**src/rtl/core/pgfill_pkg.sv**
```systemverilog
// Package of the page table fill block: sizes, level codes, entry and memory request types.
// Used by every module of the block; depends on nothing.
package pgfill_pkg;

  localparam int PAGE_BITS   = 6;
  localparam int TABLE_PAGES = 1 << PAGE_BITS;
  localparam int IDX_BITS    = 9;
  localparam int ADDR_BITS   = PAGE_BITS + IDX_BITS;
  localparam int MEM_DEPTH   = TABLE_PAGES << IDX_BITS;
  localparam int FRAME_W     = 40;
  localparam int VPAGE_W     = 36;
  localparam int COUNT_W     = 16;
  localparam int NEXT_W      = PAGE_BITS + 1;
  localparam int TIU_W       = 7;
  localparam int IN_W        = 96;
  localparam int OUT_W       = 24;

  localparam logic [1:0] LVL_PML4 = 2'd0;
  localparam logic [1:0] LVL_PDPT = 2'd1;
  localparam logic [1:0] LVL_PD   = 2'd2;
  localparam logic [1:0] LVL_PT   = 2'd3;

  typedef logic [PAGE_BITS-1:0] page_t;
  typedef logic [ADDR_BITS-1:0] addr_t;

  // The tag bit marks an entry as written after its page was last handed out.
  typedef struct packed {
    logic               tag;
    logic               valid;
    logic [FRAME_W-1:0] frame;
  } entry_t;

  typedef struct packed {
    logic   we;
    addr_t  waddr;
    entry_t wdata;
    logic   re;
    addr_t  raddr;
  } mem_req_t;

  function automatic logic [IDX_BITS-1:0] level_index(input logic [VPAGE_W-1:0] vpage,
                                                      input logic [1:0] level);
    logic [IDX_BITS-1:0] idx;
    case (level)
      LVL_PML4: idx = vpage[35:27];
      LVL_PDPT: idx = vpage[26:18];
      LVL_PD:   idx = vpage[17:9];
      default:  idx = vpage[8:0];
    endcase
    return idx;
  endfunction

endpackage

```
**src/rtl/core/pgfill_walk.sv**
```systemverilog
// Walk sequencer: clears the store after reset, walks the four levels for each page,
// allocates tables from the pool and writes leaf entries. Depends on pgfill_pkg.
module pgfill_walk
  import pgfill_pkg::*;
(
  input  logic                clk,
  input  logic                rst,
  input  logic [FRAME_W-1:0]  base_frame,
  input  logic                in_valid,
  output logic                in_ready,
  input  logic [VPAGE_W-1:0]  in_vpage,
  input  logic [FRAME_W-1:0]  in_frame,
  input  logic [COUNT_W-1:0]  in_count,
  output logic                res_valid,
  input  logic                res_ready,
  output logic                res_status,
  output logic [COUNT_W-1:0]  res_done,
  output logic [TIU_W-1:0]    res_tables,
  output mem_req_t            req,
  input  entry_t              rdata
);

  typedef enum logic [5:0] {
    S_CLEAR = 6'b000001,
    S_IDLE  = 6'b000010,
    S_READ  = 6'b000100,
    S_EVAL  = 6'b001000,
    S_LEAF  = 6'b010000,
    S_DONE  = 6'b100000
  } state_t;

  state_t               state;
  addr_t                clr_addr;
  logic [VPAGE_W-1:0]   vpage;
  logic [FRAME_W-1:0]   frame;
  logic [COUNT_W-1:0]   count;
  logic [COUNT_W-1:0]   done_cnt;
  logic [1:0]           level;
  page_t                tbl;
  logic [NEXT_W-1:0]    next_free;
  logic                 status;
  logic [TABLE_PAGES-1:0] alloc_flag;

  addr_t                cur_addr;
  logic                 hit;
  logic [FRAME_W-1:0]   child_rel;
  page_t                child;
  logic                 pool_empty;
  page_t                new_page;
  logic                 slot_tag;
  logic [FRAME_W-1:0]   new_frame;
  logic [COUNT_W-1:0]   done_next;

  assign cur_addr   = {tbl, level_index(vpage, level)};
  assign hit        = rdata.valid && (rdata.tag == alloc_flag[tbl]);
  assign child_rel  = rdata.frame - base_frame;
  assign child      = child_rel[PAGE_BITS-1:0];
  assign pool_empty = (next_free == NEXT_W'(TABLE_PAGES));
  assign new_page   = next_free[PAGE_BITS-1:0];
  assign slot_tag   = (new_page == tbl) ? 1'b1 : alloc_flag[tbl];
  assign new_frame  = base_frame + FRAME_W'(new_page);
  assign done_next  = done_cnt + COUNT_W'(1);

  assign in_ready   = (state == S_IDLE);
  assign res_valid  = (state == S_DONE);
  assign res_status = status;
  assign res_done   = done_cnt;
  assign res_tables = TIU_W'(next_free);

  always_comb begin
    req = '0;
    unique case (state)
      S_CLEAR: begin
        req.we    = 1'b1;
        req.waddr = clr_addr;
      end
      S_READ: begin
        req.re    = 1'b1;
        req.raddr = cur_addr;
      end
      S_EVAL: begin
        req.we          = !hit && !pool_empty;
        req.waddr       = cur_addr;
        req.wdata.tag   = slot_tag;
        req.wdata.valid = 1'b1;
        req.wdata.frame = new_frame;
      end
      S_LEAF: begin
        req.we          = 1'b1;
        req.waddr       = cur_addr;
        req.wdata.tag   = alloc_flag[tbl];
        req.wdata.valid = 1'b1;
        req.wdata.frame = frame;
      end
      default: begin
        req = '0;
      end
    endcase
  end

  always_ff @(posedge clk) begin
    if (rst) begin
      state      <= S_CLEAR;
      clr_addr   <= '0;
      next_free  <= NEXT_W'(1);
      alloc_flag <= '0;
      status     <= 1'b0;
    end else begin
      unique case (state)
        S_CLEAR: begin
          clr_addr <= clr_addr + ADDR_BITS'(1);
          if (&clr_addr) begin
            state <= S_IDLE;
          end
        end
        S_IDLE: begin
          if (in_valid) begin
            vpage    <= in_vpage;
            frame    <= in_frame;
            count    <= in_count;
            done_cnt <= '0;
            status   <= 1'b0;
            level    <= LVL_PML4;
            tbl      <= '0;
            state    <= (in_count == '0) ? S_DONE : S_READ;
          end
        end
        S_READ: begin
          state <= S_EVAL;
        end
        S_EVAL: begin
          if (hit) begin
            tbl   <= child;
            level <= level + 2'd1;
            state <= (level == LVL_PD) ? S_LEAF : S_READ;
          end else if (pool_empty) begin
            status <= 1'b1;
            state  <= S_DONE;
          end else begin
            alloc_flag[new_page] <= 1'b1;
            next_free            <= next_free + NEXT_W'(1);
            tbl                  <= new_page;
            level                <= level + 2'd1;
            state                <= (level == LVL_PD) ? S_LEAF : S_READ;
          end
        end
        S_LEAF: begin
          vpage    <= vpage + VPAGE_W'(1);
          frame    <= frame + FRAME_W'(1);
          done_cnt <= done_next;
          level    <= LVL_PML4;
          tbl      <= '0;
          state    <= (done_next == count) ? S_DONE : S_READ;
        end
        S_DONE: begin
          if (res_ready) begin
            state <= S_IDLE;
          end
        end
        default: begin
          state <= S_IDLE;
        end
      endcase
    end
  end

endmodule

```
**config.mk**
```make
export PLATFORM = sky130hd
export DESIGN_NAME = pgfill_walk
export DESIGN_NICKNAME = d
export VERILOG_FILES = /design/src/rtl/core/pgfill_pkg.sv /design/src/rtl/core/pgfill_walk.sv
export SDC_FILE = /design/constraint.sdc
export NUM_CORES = 1
export LEC_CHECK = 0
export ABC_CLOCK_PERIOD_IN_PS = 16250
export BUFFER_PORTS_ARGS = -buffer_cell sky130_fd_sc_hd__buf_2
export CORE_AREA = 2 2 202 165
export DETAILED_ROUTE_END_ITERATION = 16
export DIE_AREA = 0 0 204 167
export GPL_TIMING_DRIVEN = 1
export PLACE_DENSITY_LB_ADDON = 0.05
export SLEW_MARGIN = 25
export SYNTH_ARGS = -nofsm -noshare
export SYNTH_HDL_FRONTEND = slang
export SYNTH_SLANG_ARGS = --single-unit
```
**constraint.sdc**
```tcl
create_clock -name clk -period 16.25 [get_ports clk]
set_clock_uncertainty 0.15 [all_clocks]
set_input_delay 0.8125 -clock clk [delete_from_list [all_inputs] [get_ports clk]]
set_output_delay 0.8125 -clock clk [all_outputs]
set_load 0.02 [all_outputs]
```
# After elaboration in Yosys (flattened, before gate mapping)
# Cells that the tools add are included.
# op_classes
addsub	8
mul	0
div	0
order_cmp	3
n_eq_ne	18
n_shift	0
n_mux	36
n_bitwise	4
reduce_logical	17
# op_table
op	n
$pmux 42 s2	1
$pmux 40 s2	1
$pmux 36 s2	1
$or 64x64->64	1
$mux 6	10
$pmux 16 s3	1
$add 40x1->40 const B	1
$add 40x6->40	1
$mux 40	1
$add 36x1->36 const B	1
$mux 36	1
$pmux 6 s6	1
$mux 16	2
$pmux 16 s2	1
$pmux 9 s3	1
$pmux 6 s3	1
$add 16x1->16 const B	1
$eq 16x16->1	1
$logic_not 16->1	1
$add 15x1->15 const B	1
$reduce_and 15->1	1
$lt 6x7->1 const B	2
$reduce_and 3->1	4
$ne 2x2->1 const B	4
31 further kinds	45
# word_totals
ff_bits	209
latch_bits	0
ramBits	0
romBits	0
input_bits	178
output_inout_bits	100
word_cells	97
memories	0

# Logic depth before layout (Yosys ltp)
# Gate-level depths: netlist of run 1.
# logic_depth
ltp_word	7
mapped_depth	13
depth_no_buf	11

# Worst setup path after synthesis of run 1
# OpenSTA, ideal clock, no wires.
# synth_timing
kind	flip-flop to flip-flop
startpoint	register state[0]
endpoint	register frame[0], enable pin
setup_time_ns	0.573
arrival_ns	6.445
required_time_ns	15.527
setup_slack_ns	9.082
path_stages_with_launch	8
n_path_buf	4
synth_period_minus_slack_ns	7.168
path_cell_list	dfxtp_1 > or4_1 > or3b_2 > clkbuf_1 > clkbuf_1 > clkbuf_1 > clkbuf_1 > a21oi_1
# synth_between
elab_chain_cells	3
elab_cells_between_ends	5
cone_classes	eq/ne (3); reduce/logical (2)
# synth_rtl
element	line_no	rtl
from (decl)	pgfill_walk.sv:32	state_t state;
from (signal assigned)	pgfill_walk.sv:125	state <= (in_count == '0) ? S_DONE : S_READ;
from (signal assigned)	pgfill_walk.sv:135	state <= (level == LVL_PD) ? S_LEAF : S_READ;
from (signal assigned)	pgfill_walk.sv:144	state <= (level == LVL_PD) ? S_LEAF : S_READ;
$eq 6x2->1 or $eq 6x5->1 (tied branches)	pgfill_walk.sv:109	unique case (state)
$ne 2x2->1 (no line) or $reduce_bool 2->1 (tied branches)	-	
$reduce_and 3->1 (no line) *	-	
to (signal assigned)	pgfill_walk.sv:119	frame <= in_frame;
to (signal assigned)	pgfill_walk.sv:149	frame <= frame + FRAME_W'(1);
to (decl)	pgfill_walk.sv:35	logic [FRAME_W-1:0] frame;
# Mark *: on every way between the ends. The rest lies on a longest branch, timed or not.
# A chain may end at the register's enable or synchronous reset.

==> results of run 1 <==
==> cell usage after synthesis, drive strengths merged (10+ instances only) <==
cell type	instances	share of area (%)
a21oi	24	0.95
and2	11	0.54
and3	28	1.4
and4	13	0.90
buf	16	0.75
clkbuf	61	1.8
dfxtp	93	15
edfxtp	116	28
ha	21	2.1
inv	98	2.9
mux2i	19	1.5
nand2	201	6.0
nand3	67	2.7
nand4	28	1.4
nor2	86	2.6
nor2b	14	0.69
nor3	16	0.63
nor3b	12	0.75
nor4	16	0.84
o21ai	140	5.5
o22ai	43	2.3
o32ai	22	1.6
or3	12	0.59
or4	10	0.62
xnor2	84	5.8
xor2	73	5.1
==> path summary, 6_finish.rpt <==
kind / startpoint / endpoint / slack (ns) / cells after the start
max reg2reg: tbl[0] / tbl[0] / 11.94 / 10
min reg2reg: alloc_flag[20] / alloc_flag[20] / 0.31 / 2
max: res_tables[0] / req[52] / 11.13 / 12
min: alloc_flag[20] / alloc_flag[20] / 0.31 / 2
==> through the flow <==
stage               hold slack (ns)  cell area [µm²]
finish                        0.306            14900
global route                  0.321            14900
CTS                           0.305            14900
detailed placement            0.296            14200
global placement              0.289            14200
floorplan                     0.279            12700
==> metal layers <==
layer  vias up  share of wire (%)  track usage, %
met5         -                  0               0
met4         0                1.6            4.03
met3        36                4.8            3.15
met2       256                 45            33.3
met1      5039                 48            30.4
li1       5503                  -               -
==> cell type report <==
| cell class | instances | area share, % |
|---|---|---|
| clock inverter | 13 | 0.419 |
| multi-input combinational | 1038 | 44.5 |
| sequential | 209 | 35.8 |
| timing repair buffer | 255 | 8.76 |
| clock buffer | 31 | 4.47 |
| tap | 427 | 3.57 |
| antenna | 1 | 0.0167 |
| inverter | 99 | 2.49 |
==> power breakdown <==
group / leakage, nW / internal [mW] / switching [mW] / total (mW)
clock: 0.365 / 0.289 / 0.223 / 0.513
sequential: 1.81 / 0.560 / 0.00398 / 0.564
combinational: 3.49 / 0.0316 / 0.0389 / 0.0705
==> critical path: cells and delay by family (launching register included) <==
family          cells  cell delay, ns
flops               1            0.67
buf+inv             2            0.26
xor+xnor            1            0.17
fa+ha+maj           2            0.68
compound gates      5            1.55
simple gates        2            0.31
==> state kept, by name, indices dropped and copies added (netlist names) <==
register and flops:
vpage 36, res_tables 7, tbl 6, res_done 16, frame 40, alloc_flag 64
level 2, res_status 1, count 16, clr_addr 15, state 6
==> cell families (layout without fill, tap and decap cells) <==
kind of cell / Yosys count / count (layout)
simple gates: 540 / 540
compound gates: 287 / 287
flops: 209 / 209
buf+inv: 176 / 398
xor+xnor: 158 / 158
mux: 30 / 30
fa+ha+maj: 23 / 23
other cells: 0 / 1
==> impl_metrics.prom, run 1 <==
# TYPE chip_impl_metric gauge
chip_impl_info{name="critical-path-top-cell-by-count",value="sky130_fd_sc_hd__o21ai_0"} 1
chip_impl_metric{name="worstPathMaxFanout",unit=""} 13
chip_impl_metric{name="hold_buffers",unit=""} 0
chip_impl_metric{name="grt.total_usage",unit="%"} 21.0
chip_impl_metric{name="synth-compound-area-share",unit="%"} 14.3
chip_impl_metric{name="cts_setup_buffers",unit=""} 0
chip_impl_info{name="worstHoldPathType",value="flip-flop to flip-flop"} 1
chip_impl_info{name="critical_path.slowest_cell",value="sky130_fd_sc_hd__a2111oi_4"} 1
chip_impl_metric{name="setup-tns-final",unit="ns"} 0
chip_impl_info{name="leading_cell_type_in_the_layout_fill_and_taps_excluded",value="sky130_fd_sc_hd__buf_2"} 1
chip_impl_metric{name="synth.distinct_cells",unit=""} 73
chip_impl_metric{name="post_cts_resize_count",unit=""} 0
chip_impl_info{name="critical_path.cell_chain",value="ha_1 -> inv_1 -> fa_1 -> nor2b_1 -> o21ai_0 -> a21boi_0 -> o21ai_0 -> a2111oi_4 -> nand4_1 -> xor2_1 -> o21ai_0 -> buf_2"} 1
chip_impl_metric{name="dr.pass1.iters",unit=""} 7
chip_impl_info{name="critical_path.endpoint_type",value="output pin"} 1
chip_impl_metric{name="grt_max_degree",unit=""} 86
chip_impl_metric{name="worst_pin_slew",unit="ns"} 1.02
chip_impl_metric{name="cts.htree.levels",unit=""} 1
chip_impl_info{name="most_used_flip_flop_cell_after_synthesis",value="sky130_fd_sc_hd__edfxtp_1"} 1
chip_impl_metric{name="detail_route.wl_per_cell",unit="µm"} 17.7
chip_impl_metric{name="design.die.area",unit="µm²"} 34100
chip_impl_metric{name="drt_wl_total",unit="mm"} 36.7
chip_impl_metric{name="min_clock_period_post_route",unit="ns"} 5.12
chip_impl_metric{name="max_slew_margin",unit="%"} 31.6
chip_impl_metric{name="seq_area",unit="µm²"} 5350
chip_impl_metric{name="dieHeight",unit="µm"} 167
chip_impl_metric{name="via_count",unit=""} 10800
chip_impl_metric{name="layout.core_utilization",unit="%"} 46.6
chip_impl_metric{name="insertion_delay",unit="ns"} 0.52
chip_impl_info{name="rsz0062_at_grt",value="false"} 1
chip_impl_metric{name="share_of_synthesized_registers_carrying_an_async_set_or_reset",unit="%"} 0
chip_impl_metric{name="post_synth_instance_area",unit="µm²"} 12700
chip_impl_metric{name="nets",unit=""} 1829
chip_impl_metric{name="drv_cap",unit=""} 0
chip_impl_metric{name="number_of_synthesized_flops_with_an_enable_pin",unit=""} 116
chip_impl_metric{name="drtAntennaViolNets",unit=""} 0
chip_impl_info{name="result_of_the_run",value="complete, no violations"} 1
chip_impl_metric{name="synthMuxAreaShare",unit="%"} 3.28
chip_impl_metric{name="fmax",unit="GHz"} 0.195
chip_impl_metric{name="timing.final.hold_violations",unit=""} 0
chip_impl_metric{name="vdd_ir_drop_max",unit="V"} 0.0000601
chip_impl_metric{name="layout_setup_ws",unit="ns"} 11.13
chip_impl_metric{name="post_synth.cell_area_avg",unit="µm²"} 8.89
chip_impl_metric{name="placed_cells",unit=""} 2028
chip_impl_metric{name="initial_util",unit="%"} 39.5
chip_impl_metric{name="ios",unit=""} 278
chip_impl_metric{name="max_slew_violation_count",unit=""} 0
chip_impl_metric{name="cts_buf_count",unit=""} 25
chip_impl_metric{name="dpl_worst_slack",unit="ns"} 11.27
chip_impl_metric{name="powerDensity",unit="nW/µm²"} 76.7
chip_impl_metric{name="place.detailed.hpwl",unit="mm"} 26.4
chip_impl_info{name="layout.cells.most_common_list",value="sky130_fd_sc_hd__buf_2 (242), sky130_fd_sc_hd__nand2_1 (200), sky130_fd_sc_hd__o21ai_0 (140)"} 1
chip_impl_metric{name="layout.filler_cells",unit=""} 3242
chip_impl_metric{name="yosys_warnings",unit=""} 0
chip_impl_metric{name="drive_gt1_share",unit="%"} 19.6
chip_impl_metric{name="first_global_vias",unit=""} 10500
chip_impl_metric{name="crit_path_max_incr_delay",unit="ns"} 0.72
chip_impl_info{name="cts_tree",value="built"} 1
chip_impl_metric{name="width_of_the_die",unit="µm"} 204
chip_impl_metric{name="synth_seq_cells",unit=""} 209
chip_impl_metric{name="clock_path_buffers",unit=""} 3
chip_impl_metric{name="route.detailed.drc",unit=""} 0
chip_impl_info{name="main_combinational_cell_family_by_area_after_synthesis",value="simple AND/OR/NAND/NOR gates"} 1
chip_impl_metric{name="areaGrowthSynthToFinish",unit="%"} 18.1
chip_impl_metric{name="synth-seq-area-share",unit="%"} 42.2
chip_impl_metric{name="numPortBuffers",unit=""} 243
chip_impl_metric{name="finish.cell_count_without_fillers",unit=""} 2073
chip_impl_metric{name="grt_pass1_wl",unit="mm"} 57.6
chip_impl_metric{name="worst_setup_hold_path_clk_slew",unit="ns"} 0.06
chip_impl_metric{name="antenna_violations_before_repair",unit=""} 1
chip_impl_metric{name="p_leak",unit="nW"} 5.66
chip_impl_metric{name="total_clock_sinks",unit=""} 209
chip_impl_metric{name="cp_data_arrival_time",unit="ns"} 4.15
chip_impl_metric{name="synthAdderAreaFrac",unit="%"} 2.39
chip_impl_info{name="setup.worst_path.start_class",value="flip-flop"} 1
chip_impl_metric{name="report.power.total",unit="mW"} 1.15
chip_impl_metric{name="globalRouteOverflowTotal",unit=""} 0
chip_impl_metric{name="timing.critical_path.required",unit="ns"} 15.29
chip_impl_metric{name="vias_per_cell",unit=""} 5.23
chip_impl_metric{name="synth_fp_nets",unit=""} 1624
chip_impl_metric{name="synth-xor-area-share",unit="%"} 11.0
chip_impl_metric{name="first_iter_violations",unit=""} 626
chip_impl_metric{name="gp_congestion",unit=""} 0.818
chip_impl_metric{name="finalCritPeriodShare",unit="%"} 31.5
chip_impl_info{name="clk_root_buffer_cell",value="sky130_fd_sc_hd__clkbuf_16"} 1
chip_impl_metric{name="setup_viol",unit=""} 0
chip_impl_metric{name="synthSimpleGateAreaFrac",unit="%"} 21.2
chip_impl_info{name="setup.worst_path.class",value="flip-flop to output pin"} 1
chip_impl_metric{name="syn-instance-count",unit=""} 1423
chip_impl_metric{name="core_region_area",unit="µm²"} 32000
chip_impl_metric{name="rows",unit=""} 59
chip_impl_metric{name="multi_input_area",unit="µm²"} 6650
Note: power is estimated with default switching activity, not from simulation.
==> run 2, diff against run 1 <==
--- a/config.mk
+++ b/config.mk
@@ -5,7 +5,7 @@
 export SDC_FILE = /design/constraint.sdc
 export NUM_CORES = 1
 export LEC_CHECK = 0
-export ABC_CLOCK_PERIOD_IN_PS = 16250
+export ABC_CLOCK_PERIOD_IN_PS = 5000
 export BUFFER_PORTS_ARGS = -buffer_cell sky130_fd_sc_hd__buf_2
 export CORE_AREA = 2 2 202 165
 export DETAILED_ROUTE_END_ITERATION = 16
==> constraint.sdc (replaced) <==
create_clock -name clk -period 5 [get_ports clk]
set_clock_uncertainty 0.15 [all_clocks]
set_input_delay 0.25 -clock clk [delete_from_list [all_inputs] [get_ports clk]]
set_output_delay 0.25 -clock clk [all_outputs]
set_load 0.02 [all_outputs]
==> impl_metrics.prom, run 2 (same netlist as run 1, synthesis figures left out) <==
# TYPE chip_impl_metric gauge
chip_impl_metric{name="drtAntennaViolNets",unit=""} 0
chip_impl_metric{name="layout.core_utilization",unit="%"} 50.3
chip_impl_metric{name="numPortBuffers",unit=""} 243
chip_impl_metric{name="setup-tns-final",unit="ns"} 0
chip_impl_info{name="path_delay_family",value="compound AO/OA/AOI/OAI gates"} 1
chip_impl_metric{name="rows",unit=""} 59
chip_impl_info{name="leading_cell_type_in_the_layout_fill_and_taps_excluded",value="sky130_fd_sc_hd__buf_2"} 1
chip_impl_info{name="layout.cells.most_common_list",value="sky130_fd_sc_hd__buf_2 (242), sky130_fd_sc_hd__nand2_1 (200), sky130_fd_sc_hd__o21ai_0 (140)"} 1
chip_impl_metric{name="initial_util",unit="%"} 39.5
chip_impl_metric{name="via_count",unit=""} 11400
chip_impl_metric{name="powerDensity",unit="nW/µm²"} 258
chip_impl_info{name="clk_root_buffer_cell",value="sky130_fd_sc_hd__clkbuf_16"} 1
chip_impl_metric{name="dieHeight",unit="µm"} 167
chip_impl_metric{name="total_clock_sinks",unit=""} 209
chip_impl_metric{name="largest_register_ff_count",unit=""} 64
chip_impl_metric{name="post_cts_resize_count",unit=""} 0
chip_impl_info{name="critical-path-top-cell-by-count",value="sky130_fd_sc_hd__o21ai_0"} 1
chip_impl_metric{name="grt_pass1_wl",unit="mm"} 59.7
chip_impl_metric{name="grt_max_degree",unit=""} 87
chip_impl_metric{name="gp_congestion",unit=""} 0.824
chip_impl_metric{name="crit_path_max_incr_delay",unit="ns"} 0.66
chip_impl_metric{name="grt.total_usage",unit="%"} 21.7
chip_impl_metric{name="insertion_delay",unit="ns"} 0.54
chip_impl_metric{name="detail_route.wl_per_cell",unit="µm"} 17.3
chip_impl_metric{name="areaGrowthSynthToFinish",unit="%"} 27.2
chip_impl_metric{name="layout_setup_ws",unit="ns"} 0.660
chip_impl_metric{name="cts.htree.levels",unit=""} 1
chip_impl_metric{name="finalCritPeriodShare",unit="%"} 86.8
chip_impl_metric{name="drt_wl_total",unit="mm"} 37.7
chip_impl_metric{name="worstPathMaxFanout",unit=""} 13
chip_impl_info{name="setup.worst_path.start_class",value="flip-flop"} 1
chip_impl_info{name="largestRegisters",value="alloc_flag (64), frame (40), vpage (36)"} 1
chip_impl_info{name="result_of_the_run",value="complete, no violations"} 1
chip_impl_info{name="critical_path.slowest_cell",value="sky130_fd_sc_hd__dfxtp_1"} 1
chip_impl_info{name="critical_path.cell_chain",value="inv_1 -> fa_1 -> nor2b_1 -> o21ai_0 -> a21boi_0 -> o21ai_0 -> a2111oi_2 -> buf_4 -> nand3_1 -> xor2_1 -> o21ai_0 -> buf_2"} 1
chip_impl_metric{name="design.die.area",unit="µm²"} 34100
chip_impl_info{name="critical_path.endpoint_type",value="output pin"} 1
chip_impl_metric{name="seq_area",unit="µm²"} 5350
chip_impl_metric{name="vdd_ir_drop_max",unit="V"} 0.000213
chip_impl_metric{name="dpl_worst_slack",unit="ns"} 0.925
chip_impl_metric{name="cts_setup_buffers",unit=""} 0
chip_impl_metric{name="first_iter_violations",unit=""} 642
chip_impl_metric{name="multi_input_area",unit="µm²"} 6640
chip_impl_metric{name="globalRouteOverflowTotal",unit=""} 0
chip_impl_metric{name="fin_area",unit="µm²"} 16100
chip_impl_metric{name="worst_pin_slew",unit="ns"} 0.941
chip_impl_metric{name="ios",unit=""} 278
chip_impl_metric{name="timing.final.hold_violations",unit=""} 0
chip_impl_metric{name="max_slew_violation_count",unit=""} 0
chip_impl_metric{name="cp_data_arrival_time",unit="ns"} 3.94
chip_impl_metric{name="cts_buf_count",unit=""} 26
chip_impl_metric{name="drv_cap",unit=""} 0
chip_impl_metric{name="placement.cell_area",unit="µm²"} 14200
chip_impl_metric{name="cp_num_buf_inv",unit=""} 3
chip_impl_metric{name="core_region_area",unit="µm²"} 32000
chip_impl_info{name="min_from",value="rdata[0]"} 1
chip_impl_metric{name="drive_gt1_share",unit="%"} 18.9
chip_impl_metric{name="fmax",unit="GHz"} 0.230
chip_impl_metric{name="p_leak",unit="nW"} 6.17
chip_impl_info{name="cts_tree",value="built"} 1
chip_impl_metric{name="setup_viol",unit=""} 0
chip_impl_metric{name="vias_per_cell",unit=""} 5.24
chip_impl_info{name="setup.worst_path.class",value="flip-flop to output pin"} 1
chip_impl_metric{name="nets",unit=""} 1929
chip_impl_metric{name="timing.critical_path.required",unit="ns"} 4.60
chip_impl_metric{name="min_clock_period_post_route",unit="ns"} 4.34
chip_impl_info{name="rsz0062_at_grt",value="false"} 1
chip_impl_metric{name="layout.filler_cells",unit=""} 3185
chip_impl_metric{name="first_global_vias",unit=""} 11100
chip_impl_metric{name="route.detailed.drc",unit=""} 0
chip_impl_metric{name="worst_setup_hold_path_clk_slew",unit="ns"} 0.06
chip_impl_metric{name="clock_path_buffers",unit=""} 3
chip_impl_metric{name="max_slew_margin",unit="%"} 36.7
chip_impl_metric{name="place.detailed.hpwl",unit="mm"} 26.7
chip_impl_metric{name="dr.pass1.iters",unit=""} 5
chip_impl_info{name="largest_register",value="alloc_flag"} 1
chip_impl_metric{name="antenna_violations_before_repair",unit=""} 1
chip_impl_info{name="crit_path_start",value="res_tables[1]"} 1
chip_impl_info{name="worst_r2r_startpoint",value="tbl[0]"} 1
chip_impl_info{name="worstHoldPathType",value="input port to flip-flop"} 1
chip_impl_metric{name="hold_buffers",unit=""} 95
chip_impl_metric{name="width_of_the_die",unit="µm"} 204
==> run 2: per-layer routing <==
layer | part of all wire [%] | wire, µm | vias to the layer above | global-route usage (%)
li1 | - | - | 5692 | -
met1 | 48 | 18100 | 5382 | 30.8
met2 | 45 | 17000 | 269 | 34.5
met3 | 4.5 | 1680 | 49 | 3.31
met4 | 2.3 | 857 | 0 | 5.80
met5 | 0 | 0 | - | 0
==> run 2: power by group <==
| part | switching [mW] | internal [mW] | total, mW |
|---|---|---|---|
| logic | 0.139 | 0.151 | 0.290 |
| registers | 0.0124 | 1.82 | 1.83 |
| clock network | 0.769 | 1.26 | 2.03 |
==> run 2: final timing paths <==
| path | to | slack [ns] | cells past startpoint |
|---|---|---|---|
| min reg2reg | alloc_flag[54] | 0.30 | 2 |
| max reg2reg | tbl[3] | 0.96 | 9 |
| max | req[46] | 0.66 | 12 |
| min | tbl[0] | 0.04 | 4 |
==> run 2: worst min-delay path, delay by kind of cell <==
| family | cells | cell delay, ns |
|---|---|---|
| buffers and inverters | 2 | 0.14 |
| AOI/OAI and AO/OA | 1 | 0.05 |
| adders and majority gates | 1 | 0.11 |
==> run 2: stage by stage <==
stage	power, mW	std cells	hold slack, ns
after detailed placement	2.10	2032	0.295
after CTS	4.21	2174	0.0174
final	4.15	2175	0.0359
after global routing	4.30	2175	0.0516
after global placement	2.10	2032	0.291
after floorplan	1.99	1423	0.199
==> run 2: cell type report <==
cell class | count | share of cell area [%]
timing repair buffer | 354 | 14.2
clock inverter | 12 | 1.02
sequential | 209 | 33.2
tap | 427 | 3.32
clock buffer | 35 | 4.70
antenna | 1 | 0.0155
multi-input combinational | 1038 | 41.2
inverter | 99 | 2.31
